File: src/rtl/core/swerve_joystick_mixer_unit_macros.svh
// ----------------------------------------------------------------------------
// Swerve joystick mixer assertion macros
// Concurrent assertion shorthands clocked on clk and disabled in reset.
// ----------------------------------------------------------------------------
`ifndef SWERVE_JOYSTICK_MIXER_UNIT_MACROS_SVH
`define SWERVE_JOYSTICK_MIXER_UNIT_MACROS_SVH

// same-cycle implication
`define SJM_ASSERT_IMP(lbl, cond, prop, msg) \
	lbl: assert property (@(posedge clk) disable iff (!arst_n) (cond) |-> (prop)) \
		else $error(msg);

// next-cycle implication
`define SJM_ASSERT_NXT(lbl, cond, prop, msg) \
	lbl: assert property (@(posedge clk) disable iff (!arst_n) (cond) |=> (prop)) \
		else $error(msg);

`endif

File: src/rtl/core/swjm_pkg.sv
// ----------------------------------------------------------------------------
// swjm_pkg
// Shared widths, constants and types of the swerve joystick mixer.
// ----------------------------------------------------------------------------
`timescale 1ns / 1ps
`default_nettype none

package swjm_pkg;

	localparam int CHAN_W   = 11;
	localparam int DZ_W     = 9;
	localparam int SCALE_W  = 11;
	localparam int LIMIT_W  = 15;
	localparam int SPEED_W  = 14;
	localparam int TARGET_W = 16;
	localparam int ANGLE_W  = 8;
	localparam int HOLD_W   = 6;
	localparam int SPD_W    = 12;  // signed speed before wheel gain

	localparam logic [CHAN_W-1:0] CHAN_CENTER = 11'd1000;

	localparam logic signed [ANGLE_W-1:0] ANGLE_ZERO = 8'sd0;
	localparam logic signed [ANGLE_W-1:0] ANGLE_DIAG = 8'sd45;
	localparam logic signed [ANGLE_W-1:0] ANGLE_SIDE = 8'sd90;

	// hold-off loads
	localparam logic [HOLD_W-1:0] HOLD_ROTATE = 6'd25;
	localparam logic [HOLD_W-1:0] HOLD_LARGE  = 6'd32;
	localparam logic [HOLD_W-1:0] HOLD_MID    = 6'd20;

	// steering change thresholds, degrees
	localparam logic [7:0] THR_ROTATE = 8'd20;
	localparam logic [7:0] THR_LARGE  = 8'd60;
	localparam logic [7:0] THR_MID    = 8'd30;

	// floor(x/5) = (x * 52429) >> 18, exact for x below 2^17
	localparam logic [15:0] DIV5_RECIP = 16'd52429;
	localparam int          DIV5_SHIFT = 18;

	// register map, word index
	localparam logic [1:0] REG_DEADBAND    = 2'd0;
	localparam logic [1:0] REG_ANGLE_SCALE = 2'd1;
	localparam logic [1:0] REG_ANGLE_LIMIT = 2'd2;

	localparam logic [DZ_W-1:0]    DEADBAND_RST    = 9'd50;
	localparam logic [SCALE_W-1:0] ANGLE_SCALE_RST = 11'd100;
	localparam logic [LIMIT_W-1:0] ANGLE_LIMIT_RST = 15'd9000;

	// stick decode result
	typedef struct packed {
		logic                            trans;     // a translation case matched
		logic                            rot;       // rotate channel deflected
		logic                            centered;  // both stick axes inside dead zone
		logic signed [ANGLE_W-1:0]       angle;     // translation angle
		logic signed [SPD_W-1:0]         speed;     // signed speed, rotate wins
	} mix_sel_t;

	typedef enum logic [1:0] {
		TGT_ZERO,
		TGT_ALIGN,
		TGT_CRAB
	} tgt_mode_t;

endpackage

`default_nettype wire

File: src/rtl/core/swjm_translate.sv
// ----------------------------------------------------------------------------
// swjm_translate
// Channel centering, dead-zone classification and speed/angle selection.
// ----------------------------------------------------------------------------
`timescale 1ns / 1ps
`default_nettype none

module swjm_translate (
	input  wire logic [swjm_pkg::CHAN_W-1:0] chan_lateral,
	input  wire logic [swjm_pkg::CHAN_W-1:0] chan_forward,
	input  wire logic [swjm_pkg::CHAN_W-1:0] chan_rotate,
	input  wire logic [swjm_pkg::DZ_W-1:0]   deadband,
	output swjm_pkg::mix_sel_t               sel
);

	logic signed [11:0] lat, fwd, rot;
	logic [10:0] lat_mag, fwd_mag, rot_mag, dz_x;
	logic        lat_gt, lat_lt, fwd_gt, fwd_lt, rot_gt;
	logic [11:0] mag_sum;
	logic [13:0] sum_x3;
	logic [29:0] div_prod;
	logic [10:0] diag_spd, side_spd, fwd_spd, rot_spd;

	assign lat = $signed({1'b0, chan_lateral} - {1'b0, swjm_pkg::CHAN_CENTER});
	assign fwd = $signed({1'b0, chan_forward} - {1'b0, swjm_pkg::CHAN_CENTER});
	assign rot = $signed({1'b0, chan_rotate}  - {1'b0, swjm_pkg::CHAN_CENTER});

	assign lat_mag = lat[11] ? 11'(-lat) : lat[10:0];
	assign fwd_mag = fwd[11] ? 11'(-fwd) : fwd[10:0];
	assign rot_mag = rot[11] ? 11'(-rot) : rot[10:0];
	assign dz_x    = {2'b00, deadband};

	assign lat_gt = lat_mag > dz_x;
	assign lat_lt = lat_mag < dz_x;
	assign fwd_gt = fwd_mag > dz_x;
	assign fwd_lt = fwd_mag < dz_x;
	assign rot_gt = rot_mag > dz_x;

	// diagonal: 3*(|L|+|F|)/5 by reciprocal
	assign mag_sum  = {1'b0, lat_mag} + {1'b0, fwd_mag};
	assign sum_x3   = {1'b0, mag_sum, 1'b0} + {2'b00, mag_sum};
	assign div_prod = {16'd0, sum_x3} * {14'd0, swjm_pkg::DIV5_RECIP};
	assign diag_spd = 11'(div_prod >> swjm_pkg::DIV5_SHIFT);

	// beyond-dead-zone magnitudes; only used where the compare holds
	assign side_spd = lat_mag - dz_x;
	assign fwd_spd  = fwd_mag - dz_x;
	assign rot_spd  = rot_mag - dz_x;

	always_comb begin
		sel          = '0;
		sel.angle    = swjm_pkg::ANGLE_ZERO;
		sel.centered = lat_lt && fwd_lt;
		if (lat_gt && fwd_gt) begin
			sel.trans = 1'b1;
			sel.angle = (lat[11] == fwd[11]) ? swjm_pkg::ANGLE_DIAG : -swjm_pkg::ANGLE_DIAG;
			sel.speed = fwd[11] ? -$signed({1'b0, diag_spd}) : $signed({1'b0, diag_spd});
		end else if (lat_gt && fwd_lt) begin
			// leftward stick still gives a positive speed
			sel.trans = 1'b1;
			sel.angle = lat[11] ? -swjm_pkg::ANGLE_SIDE : swjm_pkg::ANGLE_SIDE;
			sel.speed = $signed({1'b0, side_spd});
		end else if (lat_lt && fwd_gt) begin
			sel.trans = 1'b1;
			sel.angle = swjm_pkg::ANGLE_ZERO;
			sel.speed = fwd[11] ? -$signed({1'b0, fwd_spd}) : $signed({1'b0, fwd_spd});
		end
		if (rot_gt) begin
			sel.rot   = 1'b1;
			sel.speed = rot[11] ? -$signed({1'b0, rot_spd}) : $signed({1'b0, rot_spd});
		end
	end

endmodule

`default_nettype wire

File: src/rtl/core/swjm_target.sv
// ----------------------------------------------------------------------------
// swjm_target
// Steering count targets: angle times scale, clamped to +-limit.
// ----------------------------------------------------------------------------
`timescale 1ns / 1ps
`default_nettype none

module swjm_target (
	input  wire swjm_pkg::tgt_mode_t                      mode,
	input  wire logic signed [swjm_pkg::ANGLE_W-1:0]      angle,
	input  wire logic [swjm_pkg::SCALE_W-1:0]             angle_scale,
	input  wire logic [swjm_pkg::LIMIT_W-1:0]             angle_limit,
	output logic signed [swjm_pkg::TARGET_W-1:0]          target_a,
	output logic signed [swjm_pkg::TARGET_W-1:0]          target_b,
	output logic signed [swjm_pkg::TARGET_W-1:0]          target_c,
	output logic signed [swjm_pkg::TARGET_W-1:0]          target_d
);

	logic signed [19:0] ang_x, scale_x, lim_x, prod;
	logic signed [19:0] clamped;
	logic signed [swjm_pkg::TARGET_W-1:0] pos, neg;

	assign ang_x   = {{12{angle[7]}}, angle};
	assign scale_x = {9'd0, angle_scale};
	assign lim_x   = {5'd0, angle_limit};
	assign prod    = ang_x * scale_x;

	always_comb begin
		if (prod > lim_x) begin
			clamped = lim_x;
		end else if (prod < -lim_x) begin
			clamped = -lim_x;
		end else begin
			clamped = prod;
		end
	end

	assign pos = clamped[swjm_pkg::TARGET_W-1:0];
	assign neg = -pos;

	always_comb begin
		case (mode)
			swjm_pkg::TGT_ALIGN: begin
				target_a = pos;
				target_b = pos;
				target_c = pos;
				target_d = pos;
			end
			swjm_pkg::TGT_CRAB: begin
				target_a = neg;
				target_b = pos;
				target_c = neg;
				target_d = pos;
			end
			default: begin
				target_a = '0;
				target_b = '0;
				target_c = '0;
				target_d = '0;
			end
		endcase
	end

endmodule

`default_nettype wire

File: src/rtl/core/swerve_joystick_mixer_unit.sv
// ----------------------------------------------------------------------------
// swerve_joystick_mixer_unit
// Remote-control channels to four-wheel swerve drive speeds and steering targets.
// ----------------------------------------------------------------------------
// Takes one transfer of three RC channels (1000 = center) per clock and returns
// one result transfer per input: four drive speeds and four clamped steering
// count targets. Throughput is one item per cycle while out_stall is low; each
// item passes the input register, then the result register, with the whole mix
// (dead zone, divide-by-five reciprocal, hold-off update, 8x11 angle multiply
// and clamp) done in a single combinational pass between them. Steering state
// and the hold-off counter update in the same pass, so consecutive items chain
// without bubbles. out_stall backs up to in_stall in the same cycle once both
// registers are full. Wheel speeds freeze while the hold-off counter runs
// after a large steering change. Registers (APB, byte addresses 0x0, 0x4, 0x8):
// deadband, angle_scale, angle_limit; write them only while the block is idle.
// ----------------------------------------------------------------------------
`timescale 1ns / 1ps
`default_nettype none

`include "swerve_joystick_mixer_unit_macros.svh"

module swerve_joystick_mixer_unit (
	input  wire logic                                   clk,
	input  wire logic                                   arst_n,
	// APB configuration
	input  wire logic                                   psel,
	input  wire logic                                   penable,
	input  wire logic                                   pwrite,
	input  wire logic [3:0]                             paddr,
	input  wire logic [31:0]                            pwdata,
	output logic [31:0]                                 prdata,
	output logic                                        pready,
	// input channel
	input  wire logic                                   in_valid,
	output logic                                        in_stall,
	input  wire logic [swjm_pkg::CHAN_W-1:0]            chan_lateral,
	input  wire logic [swjm_pkg::CHAN_W-1:0]            chan_forward,
	input  wire logic [swjm_pkg::CHAN_W-1:0]            chan_rotate,
	// result channel
	output logic                                        out_valid,
	input  wire logic                                   out_stall,
	output logic signed [swjm_pkg::SPEED_W-1:0]         wheel_speed_a,
	output logic signed [swjm_pkg::SPEED_W-1:0]         wheel_speed_b,
	output logic signed [swjm_pkg::SPEED_W-1:0]         wheel_speed_c,
	output logic signed [swjm_pkg::SPEED_W-1:0]         wheel_speed_d,
	output logic signed [swjm_pkg::TARGET_W-1:0]        steer_target_a,
	output logic signed [swjm_pkg::TARGET_W-1:0]        steer_target_b,
	output logic signed [swjm_pkg::TARGET_W-1:0]        steer_target_c,
	output logic signed [swjm_pkg::TARGET_W-1:0]        steer_target_d
);

	// ---------------- configuration registers ----------------
	logic [swjm_pkg::DZ_W-1:0]    deadband_q;
	logic [swjm_pkg::SCALE_W-1:0] angle_scale_q;
	logic [swjm_pkg::LIMIT_W-1:0] angle_limit_q;
	logic                         cfg_wr;

	assign pready = 1'b1;
	assign cfg_wr = psel && penable && pwrite && pready;

	always_ff @(posedge clk or negedge arst_n) begin
		if (!arst_n) begin
			deadband_q    <= swjm_pkg::DEADBAND_RST;
			angle_scale_q <= swjm_pkg::ANGLE_SCALE_RST;
			angle_limit_q <= swjm_pkg::ANGLE_LIMIT_RST;
		end else if (cfg_wr) begin
			unique case (paddr[3:2])
				swjm_pkg::REG_DEADBAND:    deadband_q    <= pwdata[swjm_pkg::DZ_W-1:0];
				swjm_pkg::REG_ANGLE_SCALE: angle_scale_q <= pwdata[swjm_pkg::SCALE_W-1:0];
				swjm_pkg::REG_ANGLE_LIMIT: angle_limit_q <= pwdata[swjm_pkg::LIMIT_W-1:0];
				default: ;  // unmapped word: write ignored
			endcase
		end
	end

	always_comb begin
		unique case (paddr[3:2])
			swjm_pkg::REG_DEADBAND:    prdata = {23'd0, deadband_q};
			swjm_pkg::REG_ANGLE_SCALE: prdata = {21'd0, angle_scale_q};
			swjm_pkg::REG_ANGLE_LIMIT: prdata = {17'd0, angle_limit_q};
			default:                   prdata = '0;
		endcase
	end

	// ---------------- pipeline control ----------------
	// s1: input register. s2: result register. adv moves s1 into s2 and
	// commits the steering state in the same edge.
	logic                          valid_s1, valid_s2;
	logic [swjm_pkg::CHAN_W-1:0]   lat_s1, fwd_s1, rot_s1;
	logic                          adv, in_xfer;

	assign adv      = valid_s1 && (!valid_s2 || !out_stall);
	assign in_stall = valid_s1 && !adv;
	assign in_xfer  = in_valid && !in_stall;

	always_ff @(posedge clk or negedge arst_n) begin
		if (!arst_n) begin
			valid_s1 <= 1'b0;
			valid_s2 <= 1'b0;
		end else begin
			if (in_xfer) begin
				valid_s1 <= 1'b1;
			end else if (adv) begin
				valid_s1 <= 1'b0;
			end
			if (adv) begin
				valid_s2 <= 1'b1;
			end else if (!out_stall) begin
				valid_s2 <= 1'b0;
			end
		end
	end

	always_ff @(posedge clk) begin
		if (in_xfer) begin
			lat_s1 <= chan_lateral;
			fwd_s1 <= chan_forward;
			rot_s1 <= chan_rotate;
		end
	end

	// ---------------- stick decode ----------------
	swjm_pkg::mix_sel_t sel;

	swjm_translate u_translate (
		.chan_lateral (lat_s1),
		.chan_forward (fwd_s1),
		.chan_rotate  (rot_s1),
		.deadband     (deadband_q),
		.sel          (sel)
	);

	// ---------------- steering state and hold-off ----------------
	logic signed [swjm_pkg::ANGLE_W-1:0] cur_angle_q, prev_angle_q;
	logic [swjm_pkg::HOLD_W-1:0]         holdoff_q;
	logic signed [swjm_pkg::SPEED_W-1:0] held_q [4];

	logic signed [swjm_pkg::ANGLE_W-1:0] cur_t, prev_t, cur_n, prev_n, tgt_angle;
	logic [swjm_pkg::HOLD_W-1:0]         hold_load, hold_n;
	logic                                hold_end;
	logic signed [swjm_pkg::SPEED_W-1:0] held_n [4];
	logic signed [swjm_pkg::SPEED_W-1:0] spd_x, spd_x3, spd_x6;
	logic [7:0]                          rot_dist, turn_dist;
	swjm_pkg::tgt_mode_t                 tgt_mode;

	function automatic logic [7:0] angle_dist(
		input logic signed [swjm_pkg::ANGLE_W-1:0] a,
		input logic signed [swjm_pkg::ANGLE_W-1:0] b
	);
		logic signed [8:0] d;
		d = {a[7], a} - {b[7], b};
		return d[8] ? 8'(-d) : d[7:0];
	endfunction

	// a translation case first moves the stored angle into previous
	assign cur_t  = sel.trans ? sel.angle : cur_angle_q;
	assign prev_t = sel.trans ? cur_angle_q : prev_angle_q;

	assign rot_dist  = angle_dist(cur_t, swjm_pkg::ANGLE_DIAG);
	assign turn_dist = angle_dist(prev_t, cur_t);

	// wheel gains wrap to the field width
	assign spd_x  = {{(swjm_pkg::SPEED_W - swjm_pkg::SPD_W){sel.speed[swjm_pkg::SPD_W-1]}},
	                 sel.speed};
	assign spd_x3 = (spd_x <<< 1) + spd_x;
	assign spd_x6 = spd_x3 <<< 1;

	always_comb begin
		cur_n     = cur_t;
		prev_n    = prev_t;
		hold_load = holdoff_q;
		tgt_angle = cur_t;
		tgt_mode  = swjm_pkg::TGT_ZERO;
		for (int i = 0; i < 4; i++) begin
			held_n[i] = held_q[i];
		end

		if (sel.rot) begin
			prev_n = cur_t;
			cur_n  = swjm_pkg::ANGLE_DIAG;
			if (rot_dist > swjm_pkg::THR_ROTATE) begin
				hold_load = swjm_pkg::HOLD_ROTATE;
			end
		end else if (!sel.centered) begin
			if (turn_dist > swjm_pkg::THR_LARGE) begin
				hold_load = swjm_pkg::HOLD_LARGE;
			end else if (turn_dist > swjm_pkg::THR_MID) begin
				hold_load = swjm_pkg::HOLD_MID;
			end
		end

		hold_end = hold_load <= 6'd1;

		if (sel.rot) begin
			hold_n = hold_end ? '0 : hold_load - 6'd1;
			if (hold_end) begin
				for (int i = 0; i < 4; i++) begin
					held_n[i] = spd_x3;
				end
				tgt_mode  = swjm_pkg::TGT_CRAB;
				tgt_angle = swjm_pkg::ANGLE_DIAG;
			end
		end else if (sel.centered) begin
			// centered stick: counter untouched, wheels stop
			hold_n = holdoff_q;
			cur_n  = swjm_pkg::ANGLE_ZERO;
			for (int i = 0; i < 4; i++) begin
				held_n[i] = '0;
			end
		end else begin
			hold_n   = hold_end ? '0 : hold_load - 6'd1;
			tgt_mode = swjm_pkg::TGT_ALIGN;
			if (hold_end) begin
				held_n[0] = -spd_x6;
				held_n[1] = -spd_x6;
				held_n[2] = spd_x6;
				held_n[3] = spd_x6;
			end
		end
	end

	always_ff @(posedge clk or negedge arst_n) begin
		if (!arst_n) begin
			cur_angle_q  <= swjm_pkg::ANGLE_ZERO;
			prev_angle_q <= swjm_pkg::ANGLE_ZERO;
			holdoff_q    <= '0;
			for (int i = 0; i < 4; i++) begin
				held_q[i] <= '0;
			end
		end else if (adv) begin
			cur_angle_q  <= cur_n;
			prev_angle_q <= prev_n;
			holdoff_q    <= hold_n;
			for (int i = 0; i < 4; i++) begin
				held_q[i] <= held_n[i];
			end
		end
	end

	// ---------------- steering targets ----------------
	logic signed [swjm_pkg::TARGET_W-1:0] tgt_a, tgt_b, tgt_c, tgt_d;
	logic signed [swjm_pkg::TARGET_W-1:0] tgt_a_s2, tgt_b_s2, tgt_c_s2, tgt_d_s2;

	swjm_target u_target (
		.mode        (tgt_mode),
		.angle       (tgt_angle),
		.angle_scale (angle_scale_q),
		.angle_limit (angle_limit_q),
		.target_a    (tgt_a),
		.target_b    (tgt_b),
		.target_c    (tgt_c),
		.target_d    (tgt_d)
	);

	always_ff @(posedge clk) begin
		if (adv) begin
			tgt_a_s2 <= tgt_a;
			tgt_b_s2 <= tgt_b;
			tgt_c_s2 <= tgt_c;
			tgt_d_s2 <= tgt_d;
		end
	end

	// ---------------- result ports ----------------
	// held speeds change only on adv, so they double as the result register
	assign out_valid      = valid_s2;
	assign wheel_speed_a  = held_q[0];
	assign wheel_speed_b  = held_q[1];
	assign wheel_speed_c  = held_q[2];
	assign wheel_speed_d  = held_q[3];
	assign steer_target_a = tgt_a_s2;
	assign steer_target_b = tgt_b_s2;
	assign steer_target_c = tgt_c_s2;
	assign steer_target_d = tgt_d_s2;

	// ---------------- assertions ----------------
	`SJM_ASSERT_NXT(a_rot_sets_diag, adv && sel.rot, cur_angle_q == swjm_pkg::ANGLE_DIAG, "rotate item did not leave 45 degrees")
	`SJM_ASSERT_NXT(a_center_stops, adv && sel.centered && !sel.rot, wheel_speed_a == '0 && wheel_speed_d == '0 && steer_target_a == '0 && steer_target_d == '0, "centered item gave nonzero outputs")
	`SJM_ASSERT_IMP(a_wheel_pairs, out_valid, wheel_speed_a == wheel_speed_b && wheel_speed_c == wheel_speed_d, "wheel speed pairs differ")

endmodule

`default_nettype wire
File: config.mk
export PLATFORM = sky130hd
export DESIGN_NAME = swerve_joystick_mixer_unit
export DESIGN_NICKNAME = d
export VERILOG_FILES = /design/src/rtl/core/swjm_pkg.sv /design/src/rtl/core/swjm_translate.sv /design/src/rtl/core/swjm_target.sv /design/src/rtl/core/swerve_joystick_mixer_unit.sv
export VERILOG_INCLUDE_DIRS = /design/src /design/src/rtl/core
export SDC_FILE = /design/constraint.sdc
export NUM_CORES = 1
export LEC_CHECK = 0
export BUFFER_PORTS_ARGS = -buffer_cell sky130_fd_sc_hd__buf_4
export CORE_UTILIZATION = 35
export CTS_CLUSTER_DIAMETER = 100
export CTS_CLUSTER_SIZE = 25
export DETAILED_ROUTE_END_ITERATION = 6
export GPL_TIMING_DRIVEN = 0
export HOLD_SLACK_MARGIN = 0.05
export SYNTH_ARGS = -nofsm -noshare
export SYNTH_HDL_FRONTEND = slang
export SYNTH_SLANG_ARGS = --single-unit
File: constraint.sdc
create_clock -name clk -period 49.7 [get_ports clk]
set_clock_uncertainty 0.2 [all_clocks]
set_input_delay 4.97 -clock clk [delete_from_list [all_inputs] [get_ports clk]]
set_output_delay 4.97 -clock clk [all_outputs]
set_load 0.005 [all_outputs]
; After elaboration in Yosys (flattened, before gate mapping)
; Cells that the tools add are included.
[word_totals]
mem_count = 0
mem_bits_rw = 0
out_inout_bits = 155
latch_bits = 0
romBits = 0
ff_bits = 180
elab_cells = 133
[classes]
n_reduce_logical = 23
add_sub_neg = 23
bitwise_logic = 0
mux = 49
mul = 2
eq_ne = 8
magnitude_cmp = 11
div_mod_pow = 0
shifts = 0
[ops]
columns = operator, n
row1 = two-way mux 56 bit, 4
row2 = two-way mux 8 bit, 12
row3 = two-way mux 12 bit, 5
row4 = two-way mux 6 bit, 8
row5 = case mux 15 bit (3 select lines), 1
row6 = two-way mux 20 bit, 2
row7 = negator 11 -> 12 bit, 3
row8 = "subtractor 11 x 10 -> 12 bit, second input constant", 3
row9 = greater-than comparator 11 x 9 -> 1 bit, 3
row10 = two-way mux 11 bit, 3
row11 = negator 11 bit, 3
row12 = subtractor 11 x 9 -> 11 bit, 3
row13 = two-way mux 16 bit, 2
row14 = case mux 16 bit (2 select lines), 1
row15 = "multiplier 14 x 16 -> 29 bit, second input constant", 1
row16 = adder 13 x 12 -> 14 bit, 2
row17 = < comparator 11 x 9 -> 1 bit, 2
row18 = greater-than comparator 20 x 16 -> 1 bit, 1
row19 = < comparator 20 bit, 1
row20 = multiplier 8 x 12 -> 20 bit, 1
row21 = negator 15 -> 20 bit, 1
row22 = "greater-than comparator 8 x 5 -> 1 bit, second input constant", 2
row23 = negator 16 bit, 1
row24 = negator 8 bit, 2
row25 = other kinds (21), 49

; Depth between registers and ports, before layout
[depth]
depth_word = 27
depth_mapped = 75

; Modules after synthesis
; Synthesis repeated with hierarchy kept, for this count alone.
[hier_totals]
hier_cells = 2486
area_unflattened_um2 = 22753.1
[by_module_without_submodules]
columns = module, cells_each, n_inst, area_per_inst_um2, seq_area_each_um2
row1 = swerve_joystick_mixer_unit, 771, 1, 9313.9, 5053.6
row2 = swjm_translate, 1000, 1, 7872.6, 0.0
row3 = swjm_target, 715, 1, 5566.6, 0.0

; Least setup slack after synthesis
; Ideal clock, no wire load.
[synth_path]
path_type = register -> register
start = register fwd_s1[3] (netlist bit)
end = register tgt_c_s2, in the netlist steer_target_c[15] (data pin)
stages_incl_launch_ff = 71
synth_period_minus_slack_ps = 16266
t_required_ps = 49243
setup_time_ps = 257
n_path_buf = 7
arrival_ps = 15809
setup_slack_ps = 33434
path_cell_list = edfxtp_1 > inv_1 > ha_1 > nand4b_1 > o21bai_1 > clkbuf_1 > buf_1 > nor2_1 > xor2_1 > ha_1 > o21a_1 > o31a_1 > o211ai_1 > and2_1 > clkbuf_1 > o211ai_2 > a21oi_2 > or2_1 > [... 35 more ...] > nor3b_1 > o21a_1 > o31ai_1 > a21oi_1 > xor2_1 > inv_1 > ha_1 > nand2b_1 > o21ai_0 > clkinv_1 > nor2_2 > mux2i_1 > o22a_1 > and4_1 > buf_2 > o31ai_1 > or4_1 > a32o_1
[synth_between]
elab_chain_cells = 26
word_cells_on_any_way = 47
cone_classes = add/sub: 7 / mul: 1 / order compare: 8 / eq/ne: 3 / mux: 24 / reduce/logical: 4
[synth_lines]
columns = item, line_no
row1 = "start, declared", swerve_joystick_mixer_unit.sv:89  ; logic [swjm_pkg::CHAN_W-1:0] lat_s1, fwd_s1, rot_s1;
row2 = "start signal, assigned", swerve_joystick_mixer_unit.sv:117  ; fwd_s1 <= chan_forward;
row3 = subtractor 11 x 10 -> 12 bit *, swjm_translate.sv:25  ; assign fwd = $signed({1'b0, chan_forward} - {1'b0, swjm_pkg::CHAN_CENTER});
row4 = negator 11 bit, swjm_translate.sv:29  ; assign fwd_mag = fwd[11] ? 11'(-fwd) : fwd[10:0];
row5 = two-way mux 11 bit, swjm_translate.sv:29
row6 = greater-than comparator 11 x 9 -> 1 bit, swjm_translate.sv:35  ; assign fwd_gt = fwd_mag > dz_x;
row7 = logical AND 1 bit, swjm_translate.sv:63  ; end else if (lat_lt && fwd_gt) begin
row8 = two-way mux 1 bit, swjm_translate.sv:63
row9 = two-way mux 1 bit, swjm_translate.sv:58  ; end else if (lat_gt && fwd_lt) begin
row10 = two-way mux 1 bit, swjm_translate.sv:54  ; if (lat_gt && fwd_gt) begin
row11 = [... 11 more ...], --
row12 = two-way mux 8 bit, swerve_joystick_mixer_unit.sv:194  ; if (sel.rot) begin
row13 = multiplier 8 x 12 -> 20 bit, swjm_target.sv:26  ; assign prod = ang_x * scale_x;
row14 = < comparator 20 bit, swjm_target.sv:31  ; end else if (prod < -lim_x) begin
row15 = two-way mux 16 bit, swjm_target.sv:31
row16 = two-way mux 16 bit, swjm_target.sv:29  ; if (prod > lim_x) begin
row17 = negator 16 bit, swjm_target.sv:39  ; assign neg = -pos;
row18 = case mux 16 bit (2 select lines) *, --
row19 = "named net tgt_a, one bit", swerve_joystick_mixer_unit.sv:241  ; logic signed [swjm_pkg::TARGET_W-1:0] tgt_a, tgt_b, tgt_c, tgt_d;
row20 = "end signal, assigned", swerve_joystick_mixer_unit.sv:259  ; tgt_c_s2 <= tgt_c;
row21 = "end, declared", swerve_joystick_mixer_unit.sv:242  ; logic signed [swjm_pkg::TARGET_W-1:0] tgt_a_s2, tgt_b_s2, tgt_c_s2, tgt_d_s2;
; The timed path passes the listed nets; every way through them passes the cells marked *.
; A chain may end at the register's enable or synchronous reset.

; Worst setup path after layout
; Same ends and word-level chain as after synthesis.

==> metrics.txt <==
area of the multi-input gates 15400 µm²; adder-cell area share of the yosys netlist 26.6%; XOR/XNOR share of the synthesized area 7.73%; clock latency on the worst-skew pair 0.46 ns; Die Area 62200 µm²; Synth async-reset ratio 56.7%; YS warnings 0; total negative slack 0 ns; max incr delay on CP 0.91 ns; total gr overflow 0; met2 Use GR 34.2%; Worst-path clk slew 0.07 ns; clock buffer count from CTS 17; outcome finished, final reports clean; Layout area overhead 14.2%; most common library cells after synthesis inv_1, ha_1, nand2_1; FF+latch count, synth 150; Crit Path Class reg2reg; Relative slew margins 23.2%; dpl hpwl 50500 µm; storage element area 4090 µm²; Setup violations, final 0; Synth Instances 2466; Synth Cell Area 21400 µm²; number of synthesized flops with an enable pin 65; Port-buffer cells 193; Syn Area/Cell 8.69 µm²; count leader, synth inv_1; number of I/O pins 231; Crit Path Max Fanout 10; Post CTS Setup Buffer Count 0; mux share of post-synthesis cell area 3.85%; post-synth top area share 15.8%; CTS tree built; starting density of the core 35.4%; Compound-Gate Fraction of Synth Area 17.2%; Area contributors post-synth ha_1, fa_1, edfxtp_1; crit path time final 21.31 ns; f_max 46.9 MHz; drt pass-1 iters 5; drt wl/cell 17.5 µm; clock buffer depth 2; Setup crit start kind flop; share of layout cells above drive strength 1 16.3%; Root Buffer clkbuf_16; crit share post-route 42.9%; part of the Yosys area used for sequential elements 19.1%; vias in the first global route 18300; largest family of logic cells by synthesized area adder cells; largest net degree at the start of global routing 86; highest-delay cell along the critical path o41ai_2; Primary FF master, synth dfrtp_1; via count 18500; critical path endpoint category flop; Worst EP arrival 21.32 ns; Final ANT Viol Nets 0; GPL Wtd Cong 0.930; Overall Global Routing Usage 19.4%; dominant cell type by count on the critical path inv_1; initial antenna violation count 0; vias per cell 5.29; clock sink count 150; met3 Usage GRT 2.21%; antenna cells 0; Max Slew Vio Count 0; row cnt 90; Most Crowded Layer GR met2; Final Hold Viols 0; DIE WIDTH 249 µm; CTS HTree Levels 4; Starting DRT DRC Count 1099; DRC violations left 0; # fillers 6004; met1 global-route usage 25.0%; die height 249 µm; fin nets 3156; hold-fix buffer count after cts 0; post-synthesis simple-gate area fraction 16.2%; HP Class reg2reg; Core ar. 60500 µm²; Critical Path RT 49.72 ns; Worst Tran Pin Value 1.15 ns; Post-Route WL 60900 µm; leading area contributor after synthesis ha_1; RSZ-0062 raised after global routing false; Distinct cells, synth 115; Post-CTS Resized 0; max cap viols 0; first-pass GRT wire length 97300 µm
## cell usage in the layout (no fill, tap or decap), drive strengths merged, types with 65 or more instances in the layout
cell	Yosys	final
a21oi	123	123
buf	103	296
clkbuf	52	72
dfrtp	74	74
edfxtp	65	65
fa	116	116
ha	270	270
inv	281	283
nand2	188	188
nor2	164	164
o21ai	139	139
xnor2	117	117
xor2	69	69
## path summary, 6_finish.rpt
path                       slack [ns]                 end             from  cells after the start
max                             28.39  steer_target_c[15]        fwd_s1[3]                     66
min                              0.29     prev_angle_q[6]  prev_angle_q[6]                      2
max reg2reg                     28.39  steer_target_c[15]        fwd_s1[3]                     66
min reg2reg                      0.29     prev_angle_q[6]  prev_angle_q[6]                      2
max in group asynchronous       44.02        holdoff_q[0]           arst_n                      1
min in group asynchronous        4.52   angle_limit_q[10]           arst_n                      1
## worst max-delay path, delay by kind of cell, from the launching register on
kind	cells	cell delay, ns
flops	1	0.49
buf+inv	12	3.18
mux	1	0.26
compound gates	21	6.95
simple gates	20	5.19
xor+xnor	2	0.83
fa+ha+maj	10	3.88
## cells by family (layout without fill, tap and decap cells)
group / after synthesis / in the layout
simple gates: 688 / 688
other cells: 2 / 18
buf+inv: 437 / 662
mux: 69 / 69
xor+xnor: 186 / 186
flops: 150 / 150
compound gates: 547 / 547
fa+ha+maj: 387 / 387
## registers in the layout (all words and copies together) (netlist names), 9 cells and up
register	cells
steer_target_c	16
fwd_s1	11
angle_limit_q	15
wheel_speed_c	12
deadband_q	9
lat_s1	11
wheel_speed_a	14
steer_target_d	16
rot_s1	11
angle_scale_q	11
## cell type report
cell class                 instances  area share (%)
buffer                           155            3.79
inverter                         282            4.34
sequential                       150            16.7
timing repair buffer             193            5.92
multi-input combinational       1895            63.0
clock inverter                    12           0.440
clock buffer                      20            1.80
tap                              782            4.00
## per-layer routing
layer	wire length, µm	share of wire, %	up-vias
li1	-	-	8937
met1	27200	45	9013
met2	30100	49	423
met3	2170	3.6	83
met4	1420	2.3	0
met5	0	0	-
## stage by stage
stage	setup WS [ns]	std cells	utilization, %	hold WS, ns	area (µm²)
after floorplan	33.43	2482	-	0.250	21500
after global placement	28.90	3457	39.5	0.263	23900
after detailed placement	28.60	3457	39.5	0.275	23900
after CTS	28.55	3489	40.5	0.289	24500
after global routing	27.15	3489	40.5	0.329	24500
final	28.39	3489	40.5	0.291	24500
Power is left out: the tool's default activity adds up to more than one toggle a clock period on the data nets, which glitch-free logic cannot reach.
